==> src/sv/wrcd_pkg.sv <==
// ============================================================================
// wrcd_pkg: shared types and constants of the rotation change detector
// Sample and configuration types, register indexes and reset values.
// ============================================================================
package wrcd_pkg;

   // Default number of window entries
   localparam int WINDOW_DEPTH_DEF = 64;

   // Depth of the queue between the front and the back
   localparam int QUEUE_DEPTH = 2;

   // Configuration port
   localparam int CSR_DATA_W = 32;
   localparam int CSR_IDX_W  = 2;

   typedef enum logic [CSR_IDX_W-1:0] {
      CSR_WATCHED_ID   = 2'd0,
      CSR_WINDOW_LEN   = 2'd1,
      CSR_DETECT_EN    = 2'd2,
      CSR_COS_HALF_THR = 2'd3
   } csr_index_type;

   // Register reset values
   localparam logic [15:0] WATCHED_ID_RST   = 16'd0;
   localparam logic [31:0] WINDOW_LEN_RST   = 32'd1000;
   localparam logic        DETECT_EN_RST    = 1'b0;
   localparam logic [15:0] COS_HALF_THR_RST = 16'd32768;

   // Quaternion in Q1.15
   typedef struct packed {
      logic signed [15:0] w;
      logic signed [15:0] x;
      logic signed [15:0] y;
      logic signed [15:0] z;
   } quat_type;

   // One watched sample as it travels to the back
   typedef struct packed {
      logic [31:0] timestamp;
      quat_type    rot;
   } sample_type;

   // Configuration registers
   typedef struct packed {
      logic [15:0] watched_id;
      logic [31:0] window_length;
      logic        detect_enable;
      logic [15:0] cos_half_threshold;
   } cfg_type;

endpackage

==> src/sv/wrcd_ifs.sv <==
// ============================================================================
// wrcd channel interfaces
// Valid/ready channels for sample beats in and interval beats out.
// ============================================================================

// Sample channel
interface wrcd_req_if;
   logic               valid;
   logic               ready;
   logic        [15:0] object_id;
   logic        [31:0] timestamp;
   logic signed [15:0] rot_w;
   logic signed [15:0] rot_x;
   logic signed [15:0] rot_y;
   logic signed [15:0] rot_z;

   modport source (
      output valid, object_id, timestamp, rot_w, rot_x, rot_y, rot_z,
      input  ready
   );
   modport sink (
      input  valid, object_id, timestamp, rot_w, rot_x, rot_y, rot_z,
      output ready
   );
endinterface


==> src/sv/wrcd_front.sv <==
// ============================================================================
// wrcd_front: sample intake and classification
// Takes every sample beat, drops those of other objects and queues the
// watched ones for the window engine.
// ============================================================================
module wrcd_front (
   input  logic                clock,
   input  logic                reset,
   input  logic [15:0]         watched_id,
   wrcd_req_if.sink            req_chan,
   output logic                q_valid,
   input  logic                q_ready,
   output wrcd_pkg::sample_type q_sample
);

   localparam int QPTR_W = $clog2(wrcd_pkg::QUEUE_DEPTH);
   localparam int QCNT_W = $clog2(wrcd_pkg::QUEUE_DEPTH + 1);
   localparam logic [QPTR_W-1:0] QLAST = QPTR_W'(wrcd_pkg::QUEUE_DEPTH - 1);

   wrcd_pkg::sample_type queue_mem [wrcd_pkg::QUEUE_DEPTH];

   logic [QPTR_W-1:0] wr_ptr_ff, wr_ptr_in;
   logic [QPTR_W-1:0] rd_ptr_ff, rd_ptr_in;
   logic [QCNT_W-1:0] cnt_ff, cnt_in;
   logic              accept;
   logic              push;
   logic              pop;
   wrcd_pkg::sample_type push_sample;

   // Intake: room in the queue means every beat can be taken
   assign req_chan.ready = (cnt_ff != QCNT_W'(wrcd_pkg::QUEUE_DEPTH));
   assign accept         = req_chan.valid && req_chan.ready;
   assign push           = accept && (req_chan.object_id == watched_id);
   assign pop            = q_valid && q_ready;

   assign push_sample.timestamp = req_chan.timestamp;
   assign push_sample.rot.w     = req_chan.rot_w;
   assign push_sample.rot.x     = req_chan.rot_x;
   assign push_sample.rot.y     = req_chan.rot_y;
   assign push_sample.rot.z     = req_chan.rot_z;

   assign q_valid  = (cnt_ff != '0);
   assign q_sample = queue_mem[rd_ptr_ff];

   // Queue pointers
   always_comb begin
      wr_ptr_in = wr_ptr_ff;
      rd_ptr_in = rd_ptr_ff;
      cnt_in    = cnt_ff;
      if (push) begin
         wr_ptr_in = (wr_ptr_ff == QLAST) ? '0 : wr_ptr_ff + 1'b1;
      end
      if (pop) begin
         rd_ptr_in = (rd_ptr_ff == QLAST) ? '0 : rd_ptr_ff + 1'b1;
      end
      if (push && !pop) begin
         cnt_in = cnt_ff + 1'b1;
      end else if (pop && !push) begin
         cnt_in = cnt_ff - 1'b1;
      end
   end

   always_ff @(posedge clock) begin
      if (reset) begin
         wr_ptr_ff <= '0;
         rd_ptr_ff <= '0;
         cnt_ff    <= '0;
      end else begin
         wr_ptr_ff <= wr_ptr_in;
         rd_ptr_ff <= rd_ptr_in;
         cnt_ff    <= cnt_in;
      end
   end

   // Queue storage
   always_ff @(posedge clock) begin
      if (push) begin
         queue_mem[wr_ptr_ff] <= push_sample;
      end
   end

endmodule

==> src/flat_wrapper.sv <==
// flat-port wrapper written by rule: the top's interface ports become plain ports
module wrcd_front_flat 
  (clock, reset, watched_id, q_valid, q_ready, q_sample, req_chan_valid, req_chan_object_id, req_chan_timestamp, req_chan_rot_w, req_chan_rot_x, req_chan_rot_y, req_chan_rot_z, req_chan_ready);
  wrcd_req_if req_chan_i ();
  input  logic clock;
  input  logic reset;
  input  logic [15:0] watched_id;
  output logic q_valid;
  input  logic q_ready;
  output wrcd_pkg::sample_type q_sample;
  input wire logic [$bits(req_chan_i.valid)-1:0] req_chan_valid;
  input wire logic [$bits(req_chan_i.object_id)-1:0] req_chan_object_id;
  input wire logic [$bits(req_chan_i.timestamp)-1:0] req_chan_timestamp;
  input wire logic [$bits(req_chan_i.rot_w)-1:0] req_chan_rot_w;
  input wire logic [$bits(req_chan_i.rot_x)-1:0] req_chan_rot_x;
  input wire logic [$bits(req_chan_i.rot_y)-1:0] req_chan_rot_y;
  input wire logic [$bits(req_chan_i.rot_z)-1:0] req_chan_rot_z;
  output wire logic [$bits(req_chan_i.ready)-1:0] req_chan_ready;
  assign req_chan_i.valid = req_chan_valid;
  assign req_chan_i.object_id = req_chan_object_id;
  assign req_chan_i.timestamp = req_chan_timestamp;
  assign req_chan_i.rot_w = req_chan_rot_w;
  assign req_chan_i.rot_x = req_chan_rot_x;
  assign req_chan_i.rot_y = req_chan_rot_y;
  assign req_chan_i.rot_z = req_chan_rot_z;
  assign req_chan_ready = req_chan_i.ready;
  wrcd_front u_core (.clock(clock), .reset(reset), .watched_id(watched_id), .req_chan(req_chan_i), .q_valid(q_valid), .q_ready(q_ready), .q_sample(q_sample));
endmodule
==> config.mk <==
export PLATFORM = sky130hd
export DESIGN_NAME = wrcd_front_flat
export DESIGN_NICKNAME = d
export VERILOG_FILES = /design/src/sv/wrcd_pkg.sv /design/src/sv/wrcd_ifs.sv /design/src/sv/wrcd_front.sv /design/src/flat_wrapper.sv
export SDC_FILE = /design/constraint.sdc
export NUM_CORES = 1
export LEC_CHECK = 0
export ABC_AREA = 1
export BUFFER_PORTS_ARGS = -buffer_cell sky130_fd_sc_hd__buf_2
export CORE_MARGIN = 2
export CORE_UTILIZATION = 29
export CTS_BUF_LIST = sky130_fd_sc_hd__clkbuf_4
export CTS_CLUSTER_DIAMETER = 100
export DETAILED_ROUTE_END_ITERATION = 10
export PLACE_DENSITY_LB_ADDON = 0.08
export SLEW_MARGIN = 20
export SYNTH_ARGS = -nofsm -noshare
export SYNTH_HDL_FRONTEND = slang
export SYNTH_SLANG_ARGS = --single-unit
==> constraint.sdc <==
create_clock -name clock -period 12.8 [get_ports clock]
set_input_delay 0.64 -clock clock [delete_from_list [all_inputs] [get_ports clock]]
set_output_delay 0.64 -clock clock [all_outputs]
set_load 0.01 [all_outputs]
# Word-level counts from Yosys, hierarchy flattened
# Memory sizes are Yosys's and may differ from the RTL's. A register that Yosys moved wholly into a read port is not among the register bits.
# Cells that the tools add are included.
[word_totals] ff_bits=4 ramBits=192 input_bits=132 output_inout_bits=98 wordCells=27 n_memories=1
[classes] addsub=4 eq_ne=2 n_mux=8 reduce_logical=9
[mem_list] name="u_core.queue_mem" depth=2 width=96 read_ports=1 rd_ports_with_merged_regs=1 write_ports=1 line="wrcd_front.sv:20" text="wrcd_pkg::sample_type queue_mem [wrcd_pkg::QUEUE_DEPTH];"
[op_table] op="$eq A16 B16 Y1" count=1
[op_table] op="$mux W1" count=6
[op_table] op="$logic_and A1 B1 Y1" count=5
[op_table] op="$mux W2" count=2
[op_table] op="$reduce_bool A2 Y1" count=2
[op_table] op="$add A1 B1 Y1 const B" count=2
[op_table] op="$add A2 B1 Y2 const B" count=1
[op_table] op="$logic_not A1 Y1" count=2
[op_table] op="$ne A2 B2 Y1 const B" count=1
[op_table] op="$sub A2 B1 Y2 const B" count=1

# Logic depth before layout (Yosys ltp)
# Gate-level depths: netlist of run 1.
[logic_depth] ltp_word=7 mapped_depth=13 ltp_nobuf=13

# Least setup slack after synthesis of run 1
# No wires, ideal clock.
[synth_timing] kind="input -> register" startpoint="input watched_id[10]" endpoint="memory u_core.queue_mem[0][0] (netlist bit), enable pin" setup_ps=551 arrival_ps=5138 required_ps=12249 slack_ps=7111 path_stages=7 n_path_buf=0 path_cell_list="nor2_1 -> nor2_1 -> nor2_1 -> nand2_1 -> nor2_4 -> nand3_2 -> nor2_1"
[synth_via] elab_chain_len=4
[synth_rtl] element="start: declaration" line="flat_wrapper.sv:7" text="input logic [15:0] watched_id;"
[synth_rtl] element="$eq A16 B16 Y1" line="wrcd_front.sv:33" text="assign push = accept && (req_chan.object_id == watched_id);"
[synth_rtl] element="$logic_and A1 B1 Y1" line="wrcd_front.sv:33"
[synth_rtl] element="$mux W1" line="wrcd_front.sv:77" text="if (push) begin"
[synth_rtl] element="$mux W1 (not written as such)" line="wrcd_front.sv:78" text="queue_mem[wr_ptr_ff] <= push_sample;"
[synth_rtl] element="end: declaration" line="wrcd_front.sv:20"
# Every way passes these cells.

==> results of run 1 <==
==> metrics by stage <==
step	setup WS (ns)	cell area, µm²	total power, mW	util, %	hold slack (ns)
2_1_floorplan	7.111	7624	0.7828	-	0.4474
3_3_place_gp	9.656	9146	0.8263	35.30	0.4546
3_5_place_dp	9.606	9146	0.8280	35.30	0.4547
4_1_cts	9.159	9417	1.155	36.34	0.1770
5_1_grt	9.077	9422	1.187	36.36	0.1579
6_report	9.303	9424	1.132	36.37	0.2602
==> per-layer routing <==
metal / wire, µm / track usage (%)
met4: 214 / 3.932
met2: 7283 / 18.06
met1: 6745 / 13.51
met3: 1382 / 4.814
met5: 40 / 0
==> cells by family after synthesis <==
kind of cell,after synthesis
DFF,197
muxes,96
and+or+nand+nor,53
buffers and inverters,36
AOI/OAI and AO/OA,12
xor gates and xnor gates,4
adders and majority gates,1
==> synth_stat cells <==
| master | n |
|---|---|
| o21ai_1 | 2 |
| nor2_4 | 1 |
| nand2_4 | 1 |
| o21ai_0 | 5 |
| nor2_1 | 11 |
| mux2_2 | 56 |
| nand2_1 | 31 |
| xnor2_1 | 3 |
| inv_2 | 1 |
| nor2_2 | 3 |
| ha_1 | 1 |
| buf_2 | 6 |
| nand4_1 | 1 |
| a21oi_1 | 5 |
| nand3_1 | 1 |
| buf_6 | 5 |
| nand3_2 | 1 |
| or2_1 | 2 |
| edfxtp_1 | 192 |
| nand2_2 | 1 |
| xor2_1 | 1 |
| dfxtp_1 | 5 |
| inv_1 | 24 |
| mux2_4 | 40 |
==> layout make-up <==
cell class	instances	area (µm²)
flip-flops and latches	197	5869
clock inverters	13	142.6
clock buffers	17	127.6
fillers	2532	16490
multi-input cells	166	1585
well taps	335	419.2
repair buffers	233	1176
diodes	3	7.507
inverters	25	96.34
==> registers in the layout (all words and copies together) (netlist names), named ones only <==
signal and flops:
u_core.wr_ptr_ff 1, u_core.cnt_ff 2, u_core.queue_mem 192, u_core.rd_ptr_ff 1
==> power by group <==
| group | internal, mW | total, mW | switching [mW] |
|---|---|---|---|
| sequential | 0.707 | 0.715 | 0.00733 |
| combinational | 0.0530 | 0.0961 | 0.0431 |
| clock | 0.102 | 0.321 | 0.219 |
| total | 0.862 | 1.13 | 0.270 |
==> worst paths after layout <==
path,startpoint,cells past startpoint,end,slack (ns)
max,register,3,q_sample[17],9.30
min reg2reg,u_core.rd_ptr_ff,2,register,0.48
min,req_chan_timestamp[11],1,u_core.queue_mem[1][75],0.26
max reg2reg,u_core.cnt_ff[0],10,u_core.queue_mem[0][23],10.11
==> flow_summary.ini, run 1 <==
[final_layout]
layout_commonest_cell = buf_2
layout-drive-gt1-share_pct = 56.68
fin_cells = 989
fin_nets = 773
final_cell_mix = 229 x buf_2, 192 x edfxtp_1, 56 x mux2_2, 40 x mux2_4, 31 x nand2_1
area_growth_pct = 23.62

[logic_synthesis]
ys_ff_latch = 197
syn_area_per_cell_um2 = 19.11
netlist-cell-type-count = 24
synth_fp_nets = 532
seq_area_frac_synth_pct = 76.94
synthMuxAreaShare_pct = 16.15
synth_compound_area_share_pct = 0.7878
synth_area_leaders = edfxtp_1 76%, mux2_2 8.3%, mux2_4 7.9%
synth_fa_ha_area_share_pct = 0.1641
synth_top_area_share_pct = 75.63
syn_inst = 399
synth_top_family_by_area = multiplexers
synthSimpleGateAreaFrac_pct = 3.135
synth_warnings = 0
synth-xor-area-share_pct = 0.4595
synth_top_area_cell = edfxtp_1
syn-cell-area_um2 = 7624

[power]
vdd_drop_max_mv = 0.05263
power.density_nw_per_um2 = 120.1
total_leakage_power_nw = 3.596

[worst_setup_path]
cpLargestDelayFamily = buffers and inverters
path_max_fanout = 54
cp_cell_sequence = buf_4, mux2_2, buf_2
cp.required_ns = 12.16
crit_type = reg -> out
cp.arrival_ns = 2.86
crit_path_max_incr_delay_ns = 0.89
end_kind = output pin
startpoint_type = register
crit_slowest_cell = dfxtp_4
worstPathBufferInverterCount = 2

[floorplanning]
die_y_um = 166.1
ioPinCount = 230
start_util_pct = 29.42
dieArea_um2 = 27600
core_area_um2 = 25910
die_w_um = 166.1
fp-row-count = 59

[clock_tree]
hold_buffers = 0
clk_pin_slew_ns = 0.18
htree_num_levels = 4
cts_resized = 0
clock_sinks = 197
clk_path_buf_depth = 2
cts_tree = done
clk_latency_ns = 0.55
clockRootBuffer = clkbuf_4
cts_made_buffers = 17
cts_setup_buffers = 0

[drt]
drc = 0
first_pass_iters = 4
routed_via_density = 4.156
routed_wl_um = 15670
ant_nets = 0
dr_total_vias = 4110
wl_per_cell_um = 15.84
drtIter0Drc = 152

[placement]
place_hpwl_um = 10400
gp_congestion = 0.7242
dp_cells = 956
io_buffer_count = 229

[sta]
slew_viol_final = 0
setup-tns-final_ns = 0
slew_headroom_pct = 38.42
setup_viol = 0
fin_crit_sh_pct = 27.32
fmaxAchievable_mhz = 286.0
fin_crit_ns = 3.497
final_hold_viol_count = 0
rsz0062_at_grt = no
worst_pin_slew_ns = 0.9237
clock_skew_ns = 0.02195

[flow_run]
cap_violations = 0

[global_route]
track_usage_pct = 11.22
grt_pass1_wl_um = 23670
grt_pass1_vias = 4372
grt-ovfl-total = 0
grt_max_degree = 63
antenna_found_initial = 6

[worst_hold_path]
worstHoldPathType = in -> reg

[run_status]
status = complete, no violations
(Power assumes the default switching activity.)
==> run 2, diff against run 1 <==
- clock period: 12.8 -> 3.1 ns (I/O delays scaled with it)
==> run 2 against run 1 <==
Against the previous run: power rose to 4.3 times the previous value; global-route usage up 0.39 points; clock skew increased by 0.012 ns; routed wire length is 2.6% higher; worst setup slack got worse by 8.5 ns; first-iteration DRC count increased by 26%; die area unchanged; final cell count up 10%; core utilization is 4.2 points higher; critical endpoint is now q_sample[18].
==> flow_summary.ini, run 2 (synthesis results as in run 1) <==
[sta]
fmaxAchievable_mhz = 431.0
worst_pin_slew_ns = 0.5809
slew_viol_final = 0
fin_crit_sh_pct = 74.85
setup-tns-final_ns = 0
setup_viol = 0
slew_headroom_pct = 61.28
rsz0062_at_grt = no
clock_skew_ns = 0.03351
final_hold_viol_count = 0
fin_crit_ns = 2.320

[power]
pwr-share-comb_pct = 10.6
switching_power_mw = 1.149
vdd_drop_max_mv = 0.2703
p_int_mw = 3.673
switching_share_pct = 23.83
p_clk_share_pct = 28.4
total_leakage_power_nw = 4.053
pwr-share-seq_pct = 61.0
power.density_nw_per_um2 = 458.5

[placement]
gp_congestion = 0.7367
place_area_um2 = 9240
dp_cells = 960
io_buffer_count = 229
place_hpwl_um = 10630

[final_layout]
layout-drive-gt1-share_pct = 49.80
layout_commonest_cell = buf_2
area_growth_pct = 37.96
reg_top3 = u_core.queue_mem: 192 flops, u_core.cnt_ff: 2 flops
final_cell_mix = 229 x buf_2, 192 x edfxtp_1, 98 x dlygate4sd3_1, 56 x mux2_2, 40 x mux2_4
fin_area_um2 = 10520
largest_reg_flops = 192
fin_nets = 875
fin_cells = 1091
largest_register = u_core.queue_mem
fillers = 2445

[global_route]
grt-ovfl-total = 0
grt_max_degree = 63
grt_pass1_vias = 4681
grt_util_met2_pct = 19.54
grtUsageMet1_pct = 14.15
grt_pass1_wl_um = 24840
track_usage_pct = 11.62
grt_use_met3_pct = 4.028
antenna_found_initial = 1
grt.busiest_layer = met2

[worst_setup_path]
crit_type = reg -> out
rr_startpoint = u_core.cnt_ff[0]
cp.arrival_ns = 2.17
end_kind = output pin
startpoint_type = register
cp.required_ns = 2.94
path_max_fanout = 44

[floorplanning]
die_w_um = 166.1
start_util_pct = 29.42
die_y_um = 166.1
fp-row-count = 59
ioPinCount = 230
core_area_um2 = 25910
dieArea_um2 = 27600

[drt]
wl_per_cell_um = 14.73
drc = 0
dr_total_vias = 4493
ant_nets = 0
first_pass_iters = 5
drtIter0Drc = 191
routed_via_density = 4.118
routed_wl_um = 16070

[clock_tree]
cts_setup_buffers = 0
clockRootBuffer = clkbuf_4
cts_made_buffers = 17
cts_tree = done
htree_num_levels = 4
clock_sinks = 197
clk_pin_slew_ns = 0.14
clk_latency_ns = 0.55
clk_path_buf_depth = 2

[run_status]
status = complete, no violations

[flow_run]
cap_violations = 0

[worst_hold_path]
min_from = req_chan_object_id[2]
worstHoldPathType = in -> reg
run 2: cell count changes in the layout (fill, tap and decap cells not counted), sizes merged:
cell and delta:
clkinvlp -1, clkbuf +1, buf +4, clkinv +2, dlygate4sd3 +98, diode -2
run 2: what timing repair did:
| action | in CTS | in global routing |
|---|---|---|
| resized for setup | 0 | 0 |
| hold endpoints to repair | 197 | 0 |
| hold buffers | 98 | 0 |
run 2: critical path, cell delays in order, from the launching register on:
cell     delay [ns]
dfxtp_4        0.75
buf_12         0.34
mux2_2         0.39
buf_2          0.15
run 2: metal layers:
| metal | routed length (µm) | share of wire, % |
|---|---|---|
| met5 | 0 | 0 |
| met4 | 191 | 1.2 |
| met3 | 1104 | 6.9 |
| met2 | 7837 | 49 |
| met1 | 6931 | 43 |
run 2: power groups by stage:
stage | logic, mW | registers [mW] | clock network [mW]
floorplan | 0.248 | 2.98 | 0
global placement | 0.413 | 3.00 | 0
detailed placement | 0.419 | 3.01 | 0
CTS | 0.521 | 2.95 | 1.45
global route | 0.558 | 2.95 | 1.55
finish | 0.511 | 2.94 | 1.37
run 2: final timing paths:
| check | end | slack [ns] | cells past startpoint |
|---|---|---|---|
| max | q_sample[18] | 0.78 | 3 |
| max reg2reg | u_core.queue_mem[0][90] | 1.11 | 9 |
| min reg2reg | u_core.rd_ptr_ff | 0.49 | 2 |
| min | u_core.wr_ptr_ff | 0.15 | 8 |
run 2: cell type report:
type / count / area (µm²) / area share [%]
flip-flops and latches: 197 / 5869 / 55.81
repair buffers: 335 / 2250 / 21.39
multi-input cells: 166 / 1585 / 15.07
well taps: 335 / 419.2 / 3.985
clock inverters: 14 / 158.9 / 1.511
clock buffers: 18 / 135.1 / 1.285
inverters: 25 / 97.59 / 0.9279
diodes: 1 / 2.502 / 0.02379
run 2: through the flow:
step                      util [%]  setup WS (ns)  hold WS, ns  power [mW]
final                        40.59         0.7797       0.1512       4.822
after global routing         40.59         0.5767       0.1173       5.054
after CTS                    40.58         0.6357      0.09546       4.912
after detailed placement     35.66          1.084       0.3463       3.425
after global placement       35.66          1.171       0.3431       3.417
after floorplan                  -         0.4249       0.2539       3.232
==> run 3, diff against run 2 <==
- ABC_AREA: 1 -> 0
- clock period: 3.1 -> 2.2 ns (I/O delays scaled with it)
==> run 3 against run 2 <==
Against the previous run: routed wire length shrank 2.5%; flip-flop and latch count stayed put; worst setup slack got worse by 0.55 ns; non-clock buffer count stayed put; power grew 30%; global-route usage grew 0.11 points; clock-buffer cell count unchanged; largest power group unchanged; highest routed layer unchanged.
==> flow_summary.ini, run 3 <==
[run_status]
status = complete, no violations

[drt]
drtIter0Drc = 143
wl_per_cell_um = 15.07
routed_wl_um = 15660
dr_total_vias = 4300
routed_via_density = 4.139
drc = 0
first_pass_iters = 4
ant_nets = 0

[floorplanning]
die_w_um = 163.2
fp-row-count = 58
ioPinCount = 230
start_util_pct = 29.37
dieArea_um2 = 26640
core_area_um2 = 25040
die_y_um = 163.2

[placement]
place_hpwl_um = 10230
gp_congestion = 0.7051
dp_slack_ns = 0.07287
io_buffer_count = 229

[worst_hold_path]
whs_endpoint = u_core.wr_ptr_ff
worstHoldPathCells = 5
min_from = req_chan_object_id[15]
worstHoldPathType = in -> reg

[logic_synthesis]
yosysMostFrequentCell = edfxtp_1
synth_warnings = 0
synth_fp_nets = 486
seq_area_frac_synth_pct = 79.78
syn_inst = 353
ys.flop_type = edfxtp_1
synth_common_cells = 192 x edfxtp_1, 96 x mux2_2, 11 x buf_2, 11 x xnor2_1, 8 x xor2_1
synth_edf_count = 192
netlist-cell-type-count = 23
synth_top_area_cell = edfxtp_1
synth_top_area_share_pct = 78.42
async_flop_share_pct = 0
synth_area_leaders = edfxtp_1 78%, mux2_2 15%, dfxtp_1 1.4%
syn_area_per_cell_um2 = 20.83
ys_ff_latch = 197
syn-cell-area_um2 = 7352

[sta]
rsz0062_at_grt = no
setup-tns-final_ns = 0
slew_headroom_pct = 77.75
slew_viol_final = 0
fin_ws_ns = 0.2316
worst_pin_slew_ns = 0.3331
fin_crit_sh_pct = 89.47
hold_ws_ns = 0.09780
fmaxAchievable_mhz = 508.0
setup_viol = 0
fin_crit_ns = 1.968
clock_skew_ns = 0.02195
final_hold_viol_count = 0

[final_layout]
layout-drive-gt1-share_pct = 53.39
final_cell_mix = 229 x buf_2, 192 x edfxtp_1, 99 x dlygate4sd3_1, 96 x mux2_2, 18 x clkbuf_4
area_growth_pct = 40.86
largest_register = u_core.queue_mem
reg_top3 = u_core.queue_mem: 192 flops, u_core.cnt_ff: 2 flops
largest_reg_flops = 192
layout_commonest_cell = buf_2
fillers = 2378
fin_nets = 829

[worst_setup_path]
crit_path_max_incr_delay_ns = 0.49
cp.required_ns = 2.09
path_max_fanout = 43
r2r_setup_slack_ns = 0.26
end_kind = output pin
cp_cell_sequence = buf_12, mux2_2, buf_2
reg2reg_depth = 8
crit_type = reg -> out
crit_slowest_cell = dfxtp_4
startpoint_type = register
rr_endpoint = u_core.cnt_ff[1]
rr_startpoint = u_core.cnt_ff[0]
cp.arrival_ns = 1.86

[clock_tree]
clk_latency_ns = 0.54
clk_path_buf_depth = 2
cts_resized = 0
htree_num_levels = 4
cts_tree = done
clk_pin_slew_ns = 0.14
cts_made_buffers = 17
clockRootBuffer = clkbuf_4
clock_sinks = 197

[power]
vdd_drop_max_mv = 0.2931
power.density_nw_per_um2 = 604.9
total_leakage_power_nw = 3.774

[global_route]
grt_pass1_wl_um = 23550
grt_pass1_vias = 4493
grt-ovfl-total = 0
grt_max_degree = 54
antenna_found_initial = 1
track_usage_pct = 11.73

[flow_run]
cap_violations = 0
==> run 3: final cells by class <==
class | count | area, µm² | area share, %
clock inverters | 13 | 123.9 | 1.196
flip-flops and latches | 197 | 5871 | 56.69
multi-input cells | 143 | 1539 | 14.86
diodes | 1 | 2.502 | 0.02416
clock buffers | 18 | 135.1 | 1.305
repair buffers | 335 | 2265 | 21.87
well taps | 330 | 412.9 | 3.987
inverters | 2 | 7.507 | 0.07249
==> run 3: per-layer routing <==
metal	global-route usage [%]	vias to the layer above	wire, µm
met4	3.982	0	160
met5	0	-	0
met3	3.606	8	984
li1	-	2075	-
met1	13.75	2092	6466
met2	20.39	125	8050
==> run 3: logic make-up (layout without fill, tap and decap cells) <==
group / count (synthesis) / count (layout) / synth area share, %
mux: 96 / 96 / 14.70
xor+xnor: 19 / 19 / 2.263
compound gates: 4 / 4 / 0.3573
fa+ha+maj: 1 / 1 / 0.1702
other cells: 0 / 1 / 0
buf+inv: 13 / 368 / 0.8509
simple gates: 23 / 23 / 1.872
flops: 197 / 197 / 79.78
==> run 3: worst max-delay path: cells and delay by family, from the launching register on <==
kind / cells / cell delay (ns)
mux: 1 / 0.39
flops: 1 / 0.49
buf+inv: 2 / 0.44
==> run 3: power breakdown <==
part | leakage (nW) | switching, mW | internal (mW)
combinational | 1.86 | 0.117 | 0.236
sequential | 1.77 | 0.000216 | 4.11
clock | 0.143 | 1.21 | 0.589
total | 3.77 | 1.33 | 4.93
==> run 3: how the worst max path moves through the flow <==
stage / to / start / slack [ns]
floorplan: u_core.queue_mem[0][0] / watched_id[9] / -0.60
global placement: u_core.queue_mem[0][59] / watched_id[0] / 0.13
detailed placement: u_core.cnt_ff[1] / watched_id[0] / 0.07
CTS: q_sample[69] / register / 0.004
global route: q_sample[67] / register / 0.06
finish: q_sample[69] / register / 0.23
==> run 3: per-stage QoR <==
stage	area, µm²	std cells	utilization, %	total power, mW
after floorplan	7468	353	-	4.251
after global placement	9096	907	36.33	4.396
after detailed placement	9096	907	36.33	4.405
after CTS	10350	1037	41.32	6.382
after global routing	10360	1039	41.36	6.543
final	10360	1039	41.36	6.264
==> run 3: repair_timing <==
action                                 4_1_cts  5_1_grt
setup endpoints to repair                    0       44
buffers inserted                             0        1
endpoints found under the hold margin      197        0
hold buffers                                99        0
